--- src/rtl/core/ams_pkg.sv ---
// Package for the accumulator machine step block
// Holds item and result structs, opcodes, codes, controller state and command types
// No dependencies
package ams_pkg;

  // input item and result item
  typedef struct packed {
    logic [1:0]         opcode;
    logic [11:0]        address;
    logic signed [31:0] data_word;
    logic               mark_instruction;
    logic signed [31:0] input_value;
  } ams_in_t;

  typedef struct packed {
    logic [2:0]         status;
    logic [1:0]         output_kind;
    logic signed [31:0] output_value;
    logic               used_input;
    logic signed [31:0] pc_now;
    logic signed [31:0] acc_now;
    logic [2:0]         flags_now;
  } ams_out_t;

  // item kinds
  localparam logic [1:0] ITEM_EXEC  = 2'd0;
  localparam logic [1:0] ITEM_LOAD  = 2'd1;
  localparam logic [1:0] ITEM_REGS  = 2'd2;
  localparam logic [1:0] ITEM_CLEAR = 2'd3;

  // result status codes
  localparam logic [2:0] STAT_OK      = 3'd0;
  localparam logic [2:0] STAT_HALT    = 3'd1;
  localparam logic [2:0] STAT_INVALID = 3'd2;
  localparam logic [2:0] STAT_ABORT   = 3'd3;
  localparam logic [2:0] STAT_BREAK   = 3'd4;
  localparam logic [2:0] STAT_ESCAPE  = 3'd5;

  // console output kinds
  localparam logic [1:0] OUT_NONE = 2'd0;
  localparam logic [1:0] OUT_INT  = 2'd1;
  localparam logic [1:0] OUT_CHAR = 2'd2;

  // instruction set
  localparam logic [5:0] OP_LOAD     = 6'd0;
  localparam logic [5:0] OP_STORE    = 6'd1;
  localparam logic [5:0] OP_CLEAR    = 6'd2;
  localparam logic [5:0] OP_ADD      = 6'd3;
  localparam logic [5:0] OP_INC      = 6'd4;
  localparam logic [5:0] OP_SUB      = 6'd5;
  localparam logic [5:0] OP_DEC      = 6'd6;
  localparam logic [5:0] OP_CMP      = 6'd7;
  localparam logic [5:0] OP_JMP      = 6'd8;
  localparam logic [5:0] OP_JGT      = 6'd9;
  localparam logic [5:0] OP_JEQ      = 6'd10;
  localparam logic [5:0] OP_JLT      = 6'd11;
  localparam logic [5:0] OP_JNE      = 6'd12;
  localparam logic [5:0] OP_READINT  = 6'd13;
  localparam logic [5:0] OP_WRITEINT = 6'd14;
  localparam logic [5:0] OP_HALT     = 6'd15;
  localparam logic [5:0] OP_LOADX    = 6'd16;
  localparam logic [5:0] OP_STOREX   = 6'd17;
  localparam logic [5:0] OP_LOADIX   = 6'd18;
  localparam logic [5:0] OP_STOREIX  = 6'd19;
  localparam logic [5:0] OP_READCH   = 6'd20;
  localparam logic [5:0] OP_WRITECH  = 6'd21;
  localparam logic [5:0] OP_CALL     = 6'd22;
  localparam logic [5:0] OP_RET      = 6'd23;
  localparam logic [5:0] OP_PUSH     = 6'd24;
  localparam logic [5:0] OP_POP      = 6'd25;
  localparam logic [5:0] OP_JMPI     = 6'd26;
  localparam logic [5:0] OP_JGTI     = 6'd27;
  localparam logic [5:0] OP_JEQI     = 6'd28;
  localparam logic [5:0] OP_JLTI     = 6'd29;
  localparam logic [5:0] OP_JNEI     = 6'd30;
  localparam logic [5:0] OP_LOADV    = 6'd31;
  localparam logic [5:0] OP_MUL      = 6'd32;
  localparam logic [5:0] OP_DIV      = 6'd33;
  localparam logic [5:0] OP_MOD      = 6'd34;
  localparam logic [5:0] OP_NOT      = 6'd35;
  localparam logic [5:0] OP_AND      = 6'd36;
  localparam logic [5:0] OP_OR       = 6'd37;
  localparam logic [5:0] OP_CALLI    = 6'd38;

  localparam int OPCODE_COUNT = 39;
  localparam int ADDR_BITS    = 11;
  localparam int FILL_VALUE   = (OPCODE_COUNT + 1) * 2048;
  localparam int STACK_RESET  = 2000;
  localparam int LOADV_LIMIT  = 1023;
  localparam logic [31:0] PC_RESET = 32'd10;
  localparam int CODE_LF  = 10;
  localparam int CODE_CR  = 13;
  localparam int CODE_ESC = 27;

  // multiply and divide modes
  typedef enum logic [1:0] {
    MD_MUL,
    MD_DIV,
    MD_REM
  } ams_md_e;

  // controller states
  typedef enum logic [3:0] {
    ST_CLEAR,
    ST_IDLE,
    ST_MISC,
    ST_FETCH,
    ST_DECODE,
    ST_PRE,
    ST_WR_CHK,
    ST_WR_DO,
    ST_RD,
    ST_RD_WAIT,
    ST_MD_GO,
    ST_MD,
    ST_EXEC
  } ams_state_e;

  // which phases an instruction needs
  typedef struct packed {
    logic pre;
    logic rd;
    logic wr;
    logic wr_first;
    logic md;
  } ams_opinfo_t;

  // controller to datapath
  typedef struct packed {
    logic accept;
    logic misc;
    logic clr_step;
    logic fetch;
    logic decode;
    logic pre;
    logic wr_chk;
    logic wr_do;
    logic rd;
    logic rd_wait;
    logic md_start;
    logic exec;
  } ams_cmd_t;

  // datapath to controller
  typedef struct packed {
    logic [1:0]  item_kind;
    logic        op_valid;
    ams_opinfo_t info;
    logic        md_done;
    logic        clr_last;
    logic        out_free;
  } ams_stat_t;

  function automatic ams_opinfo_t ams_op_info(input logic [5:0] op);
    ams_opinfo_t r;
    r = '0;
    case (op)
      OP_LOAD, OP_ADD, OP_SUB, OP_CMP, OP_WRITEINT, OP_HALT, OP_LOADX, OP_LOADIX,
      OP_RET, OP_JMPI, OP_JGTI, OP_JEQI, OP_JLTI, OP_JNEI, OP_AND, OP_OR: begin
        r.rd = 1'b1;
      end
      OP_INC, OP_DEC, OP_POP: begin
        r.rd = 1'b1;
        r.wr = 1'b1;
      end
      OP_STORE, OP_READINT, OP_STOREX, OP_STOREIX: begin
        r.wr = 1'b1;
      end
      OP_CALL: begin
        r.pre = 1'b1;
        r.wr  = 1'b1;
      end
      OP_PUSH: begin
        r.pre = 1'b1;
        r.rd  = 1'b1;
        r.wr  = 1'b1;
      end
      OP_CALLI: begin
        r.pre      = 1'b1;
        r.rd       = 1'b1;
        r.wr       = 1'b1;
        r.wr_first = 1'b1;
      end
      OP_MUL, OP_DIV, OP_MOD: begin
        r.rd = 1'b1;
        r.md = 1'b1;
      end
      default: begin
        r = '0;
      end
    endcase
    return r;
  endfunction

endpackage

--- src/rtl/core/ams_ctrl.sv ---
// Controller state machine of the accumulator machine
// Depends on ams_pkg for state, command and status types
module ams_ctrl (
  input  logic               clk_i,
  input  logic               rst_ni,
  input  logic               in_valid_i,
  output logic               in_ready_o,
  input  ams_pkg::ams_stat_t stat_i,
  output ams_pkg::ams_cmd_t  cmd_o
);

  ams_pkg::ams_state_e state_q, state_d, first_ph;
  logic                report_q, report_d;

  // first phase after the decode
  always_comb begin
    if (stat_i.info.wr_first) begin
      first_ph = ams_pkg::ST_WR_CHK;
    end else if (stat_i.info.rd) begin
      first_ph = ams_pkg::ST_RD;
    end else if (stat_i.info.md) begin
      first_ph = ams_pkg::ST_MD_GO;
    end else if (stat_i.info.wr) begin
      first_ph = ams_pkg::ST_WR_CHK;
    end else begin
      first_ph = ams_pkg::ST_EXEC;
    end
  end

  // next state
  always_comb begin
    state_d  = state_q;
    report_d = report_q;
    case (state_q)
      ams_pkg::ST_CLEAR: begin
        if (stat_i.clr_last) begin
          state_d  = report_q ? ams_pkg::ST_EXEC : ams_pkg::ST_IDLE;
          report_d = 1'b0;
        end
      end
      ams_pkg::ST_IDLE: begin
        if (in_valid_i) state_d = ams_pkg::ST_MISC;
      end
      ams_pkg::ST_MISC: begin
        case (stat_i.item_kind)
          ams_pkg::ITEM_EXEC: state_d = ams_pkg::ST_FETCH;
          ams_pkg::ITEM_CLEAR: begin
            state_d  = ams_pkg::ST_CLEAR;
            report_d = 1'b1;
          end
          default: state_d = ams_pkg::ST_EXEC;
        endcase
      end
      ams_pkg::ST_FETCH: state_d = ams_pkg::ST_DECODE;
      ams_pkg::ST_DECODE: begin
        if (!stat_i.op_valid) begin
          state_d = ams_pkg::ST_EXEC;
        end else if (stat_i.info.pre) begin
          state_d = ams_pkg::ST_PRE;
        end else begin
          state_d = first_ph;
        end
      end
      ams_pkg::ST_PRE:    state_d = first_ph;
      ams_pkg::ST_WR_CHK: state_d = ams_pkg::ST_WR_DO;
      ams_pkg::ST_WR_DO: begin
        state_d = stat_i.info.wr_first ? ams_pkg::ST_RD : ams_pkg::ST_EXEC;
      end
      ams_pkg::ST_RD: state_d = ams_pkg::ST_RD_WAIT;
      ams_pkg::ST_RD_WAIT: begin
        if (stat_i.info.wr_first) begin
          state_d = ams_pkg::ST_EXEC;
        end else if (stat_i.info.md) begin
          state_d = ams_pkg::ST_MD_GO;
        end else if (stat_i.info.wr) begin
          state_d = ams_pkg::ST_WR_CHK;
        end else begin
          state_d = ams_pkg::ST_EXEC;
        end
      end
      ams_pkg::ST_MD_GO: state_d = ams_pkg::ST_MD;
      ams_pkg::ST_MD: begin
        if (stat_i.md_done) state_d = ams_pkg::ST_EXEC;
      end
      ams_pkg::ST_EXEC: begin
        if (stat_i.out_free) state_d = ams_pkg::ST_IDLE;
      end
      default: state_d = ams_pkg::ST_IDLE;
    endcase
  end

  // state register, the clearing pass runs first after reset
  always_ff @(posedge clk_i or negedge rst_ni) begin
    if (!rst_ni) begin
      state_q  <= ams_pkg::ST_CLEAR;
      report_q <= 1'b0;
    end else begin
      state_q  <= state_d;
      report_q <= report_d;
    end
  end

  // commands
  always_comb begin
    cmd_o          = '0;
    cmd_o.accept   = (state_q == ams_pkg::ST_IDLE) && in_valid_i;
    cmd_o.misc     = (state_q == ams_pkg::ST_MISC);
    cmd_o.clr_step = (state_q == ams_pkg::ST_CLEAR);
    cmd_o.fetch    = (state_q == ams_pkg::ST_FETCH);
    cmd_o.decode   = (state_q == ams_pkg::ST_DECODE);
    cmd_o.pre      = (state_q == ams_pkg::ST_PRE);
    cmd_o.wr_chk   = (state_q == ams_pkg::ST_WR_CHK);
    cmd_o.wr_do    = (state_q == ams_pkg::ST_WR_DO);
    cmd_o.rd       = (state_q == ams_pkg::ST_RD);
    cmd_o.rd_wait  = (state_q == ams_pkg::ST_RD_WAIT);
    cmd_o.md_start = (state_q == ams_pkg::ST_MD_GO);
    cmd_o.exec     = (state_q == ams_pkg::ST_EXEC) && stat_i.out_free;
  end

  assign in_ready_o = (state_q == ams_pkg::ST_IDLE);

  a_md_exit: assert property (@(posedge clk_i) disable iff (!rst_ni)
    (state_q == ams_pkg::ST_MD && stat_i.md_done) |=> state_q == ams_pkg::ST_EXEC)
    else $error("muldiv completion missed");

  a_accept_misc: assert property (@(posedge clk_i) disable iff (!rst_ni)
    cmd_o.accept |=> state_q == ams_pkg::ST_MISC)
    else $error("accepted item not dispatched");

endmodule

--- config.mk ---
export PLATFORM = sky130hd
export DESIGN_NAME = ams_ctrl
export DESIGN_NICKNAME = d
export VERILOG_FILES = /design/src/rtl/core/ams_pkg.sv /design/src/rtl/core/ams_ctrl.sv
export SDC_FILE = /design/constraint.sdc
export NUM_CORES = 1
export LEC_CHECK = 0
export BUFFER_PORTS_ARGS = -buffer_cell sky130_fd_sc_hd__buf_4
export CORE_MARGIN = 2
export CORE_UTILIZATION = 30
export DETAILED_ROUTE_END_ITERATION = 12
export PLACE_DENSITY = 0.6
export SYNTH_ARGS = -nofsm -noshare
export SYNTH_HDL_FRONTEND = slang
export SYNTH_SLANG_ARGS = --single-unit
export TNS_END_PERCENT = 1
--- constraint.sdc ---
create_clock -name clk_i -period 2.2 [get_ports clk_i]
set_input_delay 0.11 -clock clk_i [delete_from_list [all_inputs] [get_ports clk_i]]
set_output_delay 0.11 -clock clk_i [all_outputs]
set_load 0.005 [all_outputs]
# == Yosys cells after proc, flatten, opt, wreduce, memory -nomap -nowiden ==
# Cells that the tools add are included.
# totals
inputBits,14
ff_bits,5
output_inout_bits,13
wordCells,45
# classes
reduce_logical,7
muxes,18
n_eq_ne,18
# op_table
cell,n
$pmux W4 S13,1
$mux W4,12
$eq A4 B4 Y1 const B,5
$eq A4 B3 Y1 const B,4
$eq A4 B2 Y1 const B,2
$ne A2 B2 Y1 const B,4
$pmux W4 S2,1
$eq A4 B1 Y1 const B,1
$logic_not A4 Y1,1
$reduce_and A4 Y1,1
$mux W3,1
$reduce_and A3 Y1,1
$eq A2 B2 Y1 const B,1
$logic_and A1 B1 Y1,2
$logic_not A2 Y1,1
$mux W1,2
$ne A2 B1 Y1 const B,1
$pmux W1 S2,1
$reduce_bool A2 Y1,1

# == Longest topological paths before layout ==
# Gate-level depths: netlist (run 1).
# logic_depth
word_depth,7
depth_mapped,7
depth_no_buf,7

# == Worst setup path before layout (run 1) ==
# Ideal clock, no wire load.
# synth_path
path_type,register to register
start,register state_q[3]
end,register state_q[1]
slack_ns,0.838
arrival_ns,1.230
path_buffers,1
required_ns,2.068
period_less_slack_ns,1.362
setup_time_ns,0.132
stages_incl_launch_ff,7
path_cell_list,dfrtp_1 or2_0 clkbuf_1 o32ai_1 nand2_1 nand3_1 o32ai_1
# synth_between
elab_chain_cells,3
elab_cells_between_ends,19
cone_classes,eq/ne (16); mux (1); reduce/logical (2)
# synth_rtl
item,line,source
"start, declared",ams_ctrl.sv:12,"ams_pkg::ams_state_e state_q, state_d, first_ph;"
"start signal, assigned",ams_ctrl.sv:95,state_q <= ams_pkg::ST_CLEAR;
"start signal, assigned",ams_ctrl.sv:98,state_q <= state_d;
$eq A4 B4 Y1 (tied with other cells),ams_ctrl.sv:34,case (state_q)
$ne A2 B2 Y1 (no source line),--,
$reduce_and A4 Y1 (no source line),--,
# Several ways; a longest one is shown, not always the timed one.
# A chain may end at the register's enable or synchronous reset.

# == Final worst setup path (run 1) ==
# Same ends and word-level chain as after synthesis.

==> out/summary.txt, run 1 <==
POWER AND IR DROP
---------------------------------------------------------------------------
Ratio of total power to cell area                              1080 nW/um^2
Part of the power in registers                                        24.7%
Fraction of power spent switching nets                                47.9%
Static leakage power                                               0.389 nW
Clk network pwr share                                                 12.0%
Highest ir drop seen on vdd                                        0.514 mV
Combinational group share of total power                              63.3%
P_sw                                                             0.000437 W
Internal power summed over all cells                             0.000474 W

FLOORPLANNING
---------------------------------------------------------------------------
Row count                                                                16
Die width                                                           48.8 um
Initial Util                                                          31.4%
Die footprint                                                     2380 um^2
Core Footprint                                                    1920 um^2
Number of I/O pins                                                       27
Die height                                                          48.8 um

DRT
---------------------------------------------------------------------------
Vias after detailed routing                                             746
DRT antenna net count                                                     0
Final wirelength                                                    1680 um
DRT iter0 DRCs                                                           22
Vias per Instance                                                      5.22
Iteration count of the initial detailed-routing pass                      4
Routed len/inst                                                     11.8 um
Drt drc                                                                   0

YOSYS
---------------------------------------------------------------------------
Number of cells produced by synthesis                                    90
Synthesis warning total                                                   0
Part of the Yosys area used for sequential elements                   20.7%
Number of synthesized flops with an enable pin                            0
Cell taking the most area after synthesis                      sky130_fd_sc_hd__dfrtp_1
Net count after synthesis                                               106
Syn Std Cell Area                                                  603 um^2
Number of synthesized register bits                                       5
Async SR Flop Fraction                                                 100%
Area fraction of the dominant cell type after synthesis               20.7%
Synth cell types                                                         38
Synthesized area divided by synthesized cell count                6.70 um^2
Most numerous cell types in the synthesized netlist            16 x sky130_fd_sc_hd__nor2_1, 9 x sky130_fd_sc_hd__nand2_1, 7 x sky130_fd_sc_hd__a21oi_1, 5 x sky130_fd_sc_hd__dfrtp_1, 5 x sky130_fd_sc_hd__o21ai_0
Most used flip-flop cell after synthesis                       sky130_fd_sc_hd__dfrtp_1
Most instantiated library cell after synthesis                 sky130_fd_sc_hd__nor2_1
Largest cells by area after synthesis                          sky130_fd_sc_hd__dfrtp_1 21%, sky130_fd_sc_hd__nor2_1 10%, sky130_fd_sc_hd__a21oi_1 5.8%, sky130_fd_sc_hd__nand2_1 5.6%, sky130_fd_sc_hd__ha_1 4.1%

FINAL LAYOUT
---------------------------------------------------------------------------
Diode insertion count for antenna repair                                  0
Multi-input gate area in the final layout                          428 um^2
Non-filler cells in the finished layout                                 143
Sequential standard cell area                                      125 um^2
Share of layout cells above drive strength 1                          28.4%
Area added between synthesis and finish                               40.0%
Filler Cell Count                                                       222
Final layout net count                                                  133

MIN PATH
---------------------------------------------------------------------------
Type of the most critical hold path                                  in2reg
Worst hold start                                                  stat_i[2]

CRITICAL PATH
---------------------------------------------------------------------------
Arrival time at the worst endpoint                                  1.78 ns
Crit start category                                                register
First element of the critical path                               state_q[3]
Endpoint type of the worst setup path                              register
Required arrival time at the worst endpoint                         2.31 ns
Crit Path Max Fanout                                                     13
Launching point of the worst reg2reg path                        state_q[3]
WS Path Type                                                        reg2reg

GLOBAL ROUTING
---------------------------------------------------------------------------
Maximum number of pins on one net before global-route repair             16
Antenna violations before repair                                          0
Number of global-route vias before repair                               662
Met2 routing resource usage after global routing                      24.9%
First-pass GRT wire length                                          2720 um
Met3 Track Usage GR                                                   2.45%
Most heavily used metal layer in global routing                        met2
All-layer global routing usage                                        14.5%
Grt total ovfl                                                            0
Fraction of met1 tracks used by global routing                        17.3%

STA
---------------------------------------------------------------------------
Part of the cycle the worst path needs                                76.3%
Endpoints failing hold                                                    0
Final critical path time including I/O delays and setup             1.68 ns
Max Clk Rate                                                        595 MHz
Unrepaired setup endpoints after global routing                       false
Final count of negative-setup-slack endpoints                             0
Max-slew violation total from the final report                            0
Sum of negative setup slack                                            0 ns
Relative slew slack                                                   69.3%
Worst-margin pin slew                                              0.460 ns
Worst setup skew after layout                                    0.00410 ns
Final worst slack                                                  0.520 ns

PLACEMENT
---------------------------------------------------------------------------
Routability congestion estimate from global placement                 0.753
IO buf count                                                             26
Placed wire-length estimate                                         1340 um
Post-Place Setup Slack                                             0.554 ns
Placed cells                                                            138

CTS
---------------------------------------------------------------------------
Number of CTS-inserted buffers                                            3
CTS HTree Levels                                                          1
TritonCTS clock tree                                                  built
Maximum number of buffers from clock root to sink                         2
# clock sinks                                                             5
Clk slew on worst S/H paths                                         0.05 ns
Cell at the root of the clock tree                             sky130_fd_sc_hd__clkbuf_4
Worst-skew pair later-pin latency                                   0.24 ns
Number of buffers inserted to repair setup after CTS                      0

JOB
---------------------------------------------------------------------------
Number of violations of the max-capacitance limit                         0

OUTCOME
---------------------------------------------------------------------------
Run status                                                        completed

layout by cell type (no fill, tap or decap), drive strengths merged:
cell          n
buf          27
nor2         16
nand2         9
a21oi         7
o21ai         7
dfrtp         5
inv           5
nand2b        5
nor3          4
clkbuf        4
o32ai         2
o22ai         2
ha            2
and2b         1
or2           1
and2          1
and4          1
or3           1
o21bai        1
a31oi         1
a32oi         1
nand3         1
a221o         1
mux2i         1
nor2b         1
mux2          1
or4           1
o31ai         1
a311oi        1
o2bb2ai       1
o211ai        1
o21a          1
a211oi        1
dlygate4sd3   1
path summary, 6_finish.rpt:
check / endpoint / slack (ns) / cells past startpoint
setup reg to reg: state_q[1] / 0.52 / 5
max in group asynchronous: state_q[1] / 1.88 / 2
hold / removal: state_q[1] / 0.1 / 2
setup / recovery: state_q[1] / 0.52 / 5
min in group asynchronous: report_q / 0.21 / 2
hold reg to reg: report_q / 0.56 / 2
worst max-delay path, stage by stage (launching register included):
cell	delay, ns
sky130_fd_sc_hd__dfrtp_1	0.51
sky130_fd_sc_hd__or2_0	0.40
sky130_fd_sc_hd__o32ai_1	0.26
sky130_fd_sc_hd__nand2_1	0.12
sky130_fd_sc_hd__nand3_1	0.14
sky130_fd_sc_hd__o32ai_1	0.10
sequential cells by signal, summed over array words and instances (netlist names):
register / count
report_q: 1
state_q: 4
power by group through the flow:
stage / Sequential [W] / Combinational (W) / Clock (W)
global route: 0.000233 / 0.000639 / 0.000120
CTS: 0.000222 / 0.000580 / 0.000110
global placement: 0.000224 / 0.000575 / 0
finish: 0.000225 / 0.000577 / 0.000109
floorplan: 0.000158 / 0.000445 / 0
detailed placement: 0.000223 / 0.000576 / 0
layout make-up:
class,instances,share of cell area [%]
Clock buffer,4,3.11
Inverter,5,2.22
Multi-Input combinational cell,74,50.7
Sequential cell,5,14.8
Tap cell,27,4.00
Timing Repair Buffer,28,25.2
what timing repair did:
item | 4_1_cts | 5_1_grt
hold buffers | 1 | 0
hold endpoints to repair | 5 | 0
resized for setup | 0 | 0
per-layer routing:
metal	wire length, um	up-vias
li1	-	373
met1	738	334
met2	801	35
met3	108	4
met4	35	0
met5	0	-
stage by stage:
step | hold slack (ns) | cell area (um^2) | total power [W] | utilization (%)
global route | 0.0927 | 845 | 0.000992 | 43.9
floorplan | -0.186 | 603 | 0.000603 | -
detailed placement | -0.0817 | 808 | 0.000799 | 42.1
CTS | 0.0946 | 845 | 0.000912 | 43.9
finish | 0.0956 | 845 | 0.000911 | 43.9
global placement | -0.0830 | 808 | 0.000799 | 42.1
cell families (layout without fill, tap and decap cells):
| family | after synthesis | in the layout | synth area share (%) |
|---|---|---|---|
| compound gates | 28 | 28 | 29.9 |
| fa+ha+maj | 2 | 2 | 4.15 |
| buf+inv | 11 | 37 | 8.30 |
| flops | 5 | 5 | 20.7 |
| mux | 2 | 2 | 3.53 |
| simple gates | 42 | 42 | 33.4 |
Power figures use the tool's default switching activity.
==> inputs of run 2 (changes only) <==
- PLACE_DENSITY: 0.6 -> 0.62
- clock period: 2.2 -> 1.5 ns (I/O delays scaled with it)
==> out/summary.txt, run 2 (synthesized netlist as in run 1, its figures left out) <==
OUTCOME
----------------------------------------------------------------------------------
Run status                                                               completed

FINAL LAYOUT
----------------------------------------------------------------------------------
Non-filler cells in the finished layout                                        155
Multi-input gate area in the final layout                                 472 um^2
Final layout net count                                                         145
Share of layout cells above drive strength 1                                 45.3%
Diode insertion count for antenna repair                                         0
Registers with the most flip-flops                                    state_q: 4 flops, report_q: 1 flops
Commonest non-fill, non-tap cells in the layout                       38 x sky130_fd_sc_hd__buf_4, 13 x sky130_fd_sc_hd__nor2_1, 8 x sky130_fd_sc_hd__nand2_1, 6 x sky130_fd_sc_hd__a21oi_1, 5 x sky130_fd_sc_hd__o21ai_0
Commonest non-fill, non-tap cell in the layout                        sky130_fd_sc_hd__buf_4
Area added between synthesis and finish                                      63.7%
Flip-flop count of the largest register, all copies and words added              4
Largest Register                                                           state_q
Final core utilization                                                       51.4%
Sequential standard cell area                                             130 um^2
Filler Cell Count                                                              215

STA
----------------------------------------------------------------------------------
Worst setup skew after layout                                          0.000310 ns
Max Clk Rate                                                               684 MHz
Final count of negative-setup-slack endpoints                                    0
Unrepaired setup endpoints after global routing                               true
Part of the cycle the worst path needs                                       97.5%
Worst-margin pin slew                                                     0.224 ns
Endpoints failing hold                                                           0
Final critical path time including I/O delays and setup                    1.46 ns
Max-slew violation total from the final report                                   0
Relative slew slack                                                          84.9%

PLACEMENT
----------------------------------------------------------------------------------
IO buf count                                                                    26
Placed cells                                                                   147
Routability congestion estimate from global placement                        0.838
Placed wire-length estimate                                                1480 um

GLOBAL ROUTING
----------------------------------------------------------------------------------
Maximum number of pins on one net before global-route repair                    11
All-layer global routing usage                                               17.1%
Grt total ovfl                                                                   0
Number of global-route vias before repair                                      728
Antenna violations before repair                                                 0
First-pass GRT wire length                                                 3190 um

DRT
----------------------------------------------------------------------------------
DRT iter0 DRCs                                                                  20
Vias after detailed routing                                                    809
Final wirelength                                                           2100 um
Met1 routed wirelength after detailed routing                               877 um
Routed len/inst                                                            13.6 um
Iteration count of the initial detailed-routing pass                             4
DRT antenna net count                                                            0
Uppermost signal routing layer after detailed routing                         met4
Met3 layer wire length in the routed design                                 122 um
Drt drc                                                                          0
Vias per Instance                                                             5.22
Total length of routed met2 wires                                          1100 um

FLOORPLANNING
----------------------------------------------------------------------------------
Core Footprint                                                           1920 um^2
Initial Util                                                                 31.4%
Die width                                                                  48.8 um
Die footprint                                                            2380 um^2
Row count                                                                       16
Number of I/O pins                                                              27
Die height                                                                 48.8 um

CRITICAL PATH
----------------------------------------------------------------------------------
Endpoint type of the worst setup path                                     register
Max stage delay cell, worst path                                      sky130_fd_sc_hd__dfrtp_2
Required arrival time at the worst endpoint                                1.66 ns
Largest stage delay on the critical path                                   0.40 ns
Crit start category                                                       register
Worst path top cell family by delay                                   compound AO/OA/AOI/OAI gates
Cell-by-cell trace of the critical path                               buf_4, or3_1, a21oi_1, a31oi_1, a32oi_1
WS Path Type                                                               reg2reg
Arrival time at the worst endpoint                                         1.62 ns
Crit Path Max Fanout                                                             8
Crit path buffers/inverters                                                      1

CTS
----------------------------------------------------------------------------------
Number of CTS-inserted buffers                                                   3
Worst-skew pair later-pin latency                                          0.25 ns
Maximum number of buffers from clock root to sink                                2
TritonCTS clock tree                                                         built
Clk slew on worst S/H paths                                                0.05 ns
Cell at the root of the clock tree                                    sky130_fd_sc_hd__clkbuf_4
# clock sinks                                                                    5
CTS HTree Levels                                                                 1

MIN PATH
----------------------------------------------------------------------------------
Type of the most critical hold path                                         in2reg

JOB
----------------------------------------------------------------------------------
Number of violations of the max-capacitance limit                                0

POWER AND IR DROP
----------------------------------------------------------------------------------
Static leakage power                                                      0.458 nW
Highest ir drop seen on vdd                                               0.962 mV
Ratio of total power to cell area                                     1770 nW/um^2

==> run 2: path summary, 6_finish.rpt <==
path	from	endpoint	slack (ns)	depth (start not counted)
max reg2reg	state_q[3]	state_q[0]	0.04	5
min reg2reg	report_q	report_q	0.59	2
max in group asynchronous	rst_ni	state_q[0]	1.21	2
max	state_q[3]	state_q[0]	0.04	5
min in group asynchronous	rst_ni	report_q	0.17	2
min	stat_i[2]	state_q[1]	0.04	2
==> run 2: per-stage QoR <==
| stage | cell area [um^2] | worst slack (ns) | setup TNS [ns] | power (W) | hold WS [ns] |
|---|---|---|---|---|---|
| global route | 987 | -0.0291 | -0.124 | 0.00188 | 0.0234 |
| global placement | 876 | 0.0253 | 0 | 0.00135 | -0.117 |
| detailed placement | 876 | 0.0420 | 0 | 0.00134 | -0.117 |
| floorplan | 603 | 0.138 | 0 | 0.000885 | -0.221 |
| CTS | 943 | 0.00673 | 0 | 0.00160 | 0.0409 |
| finish | 987 | 0.0376 | 0 | 0.00175 | 0.0442 |
==> run 2: cell type report <==
class / count / share of cell area, %
repair buffers: 40 / 31.1
inverters: 5 / 1.90
flip-flops and latches: 5 / 13.2
multi-input cells: 74 / 47.8
well taps: 27 / 3.42
clock buffers: 4 / 2.66
==> run 2: metal layers <==
layer | GRT usage, % | vias to the layer above
li1 | - | 398
met1 | 22.3 | 380
met2 | 28.3 | 29
met3 | 3.99 | 2
met4 | 4.29 | 0
met5 | 0 | -
==> run 2: power by group <==
group          internal, W  leakage [nW]  switching, W  total (W)
Combinational     0.000668         0.383      0.000634    0.00130
Sequential        0.000197        0.0595     0.0000841   0.000281
Clock             0.000101        0.0150     0.0000619   0.000163
==> run 2: what timing repair did <==
action,4_1_cts,5_1_grt
pin swaps,0,2
hold buffers,1,0
setup endpoints to repair,3,8
setup buffers,3,0
hold endpoints to repair,5,0
gates resized for setup,6,12
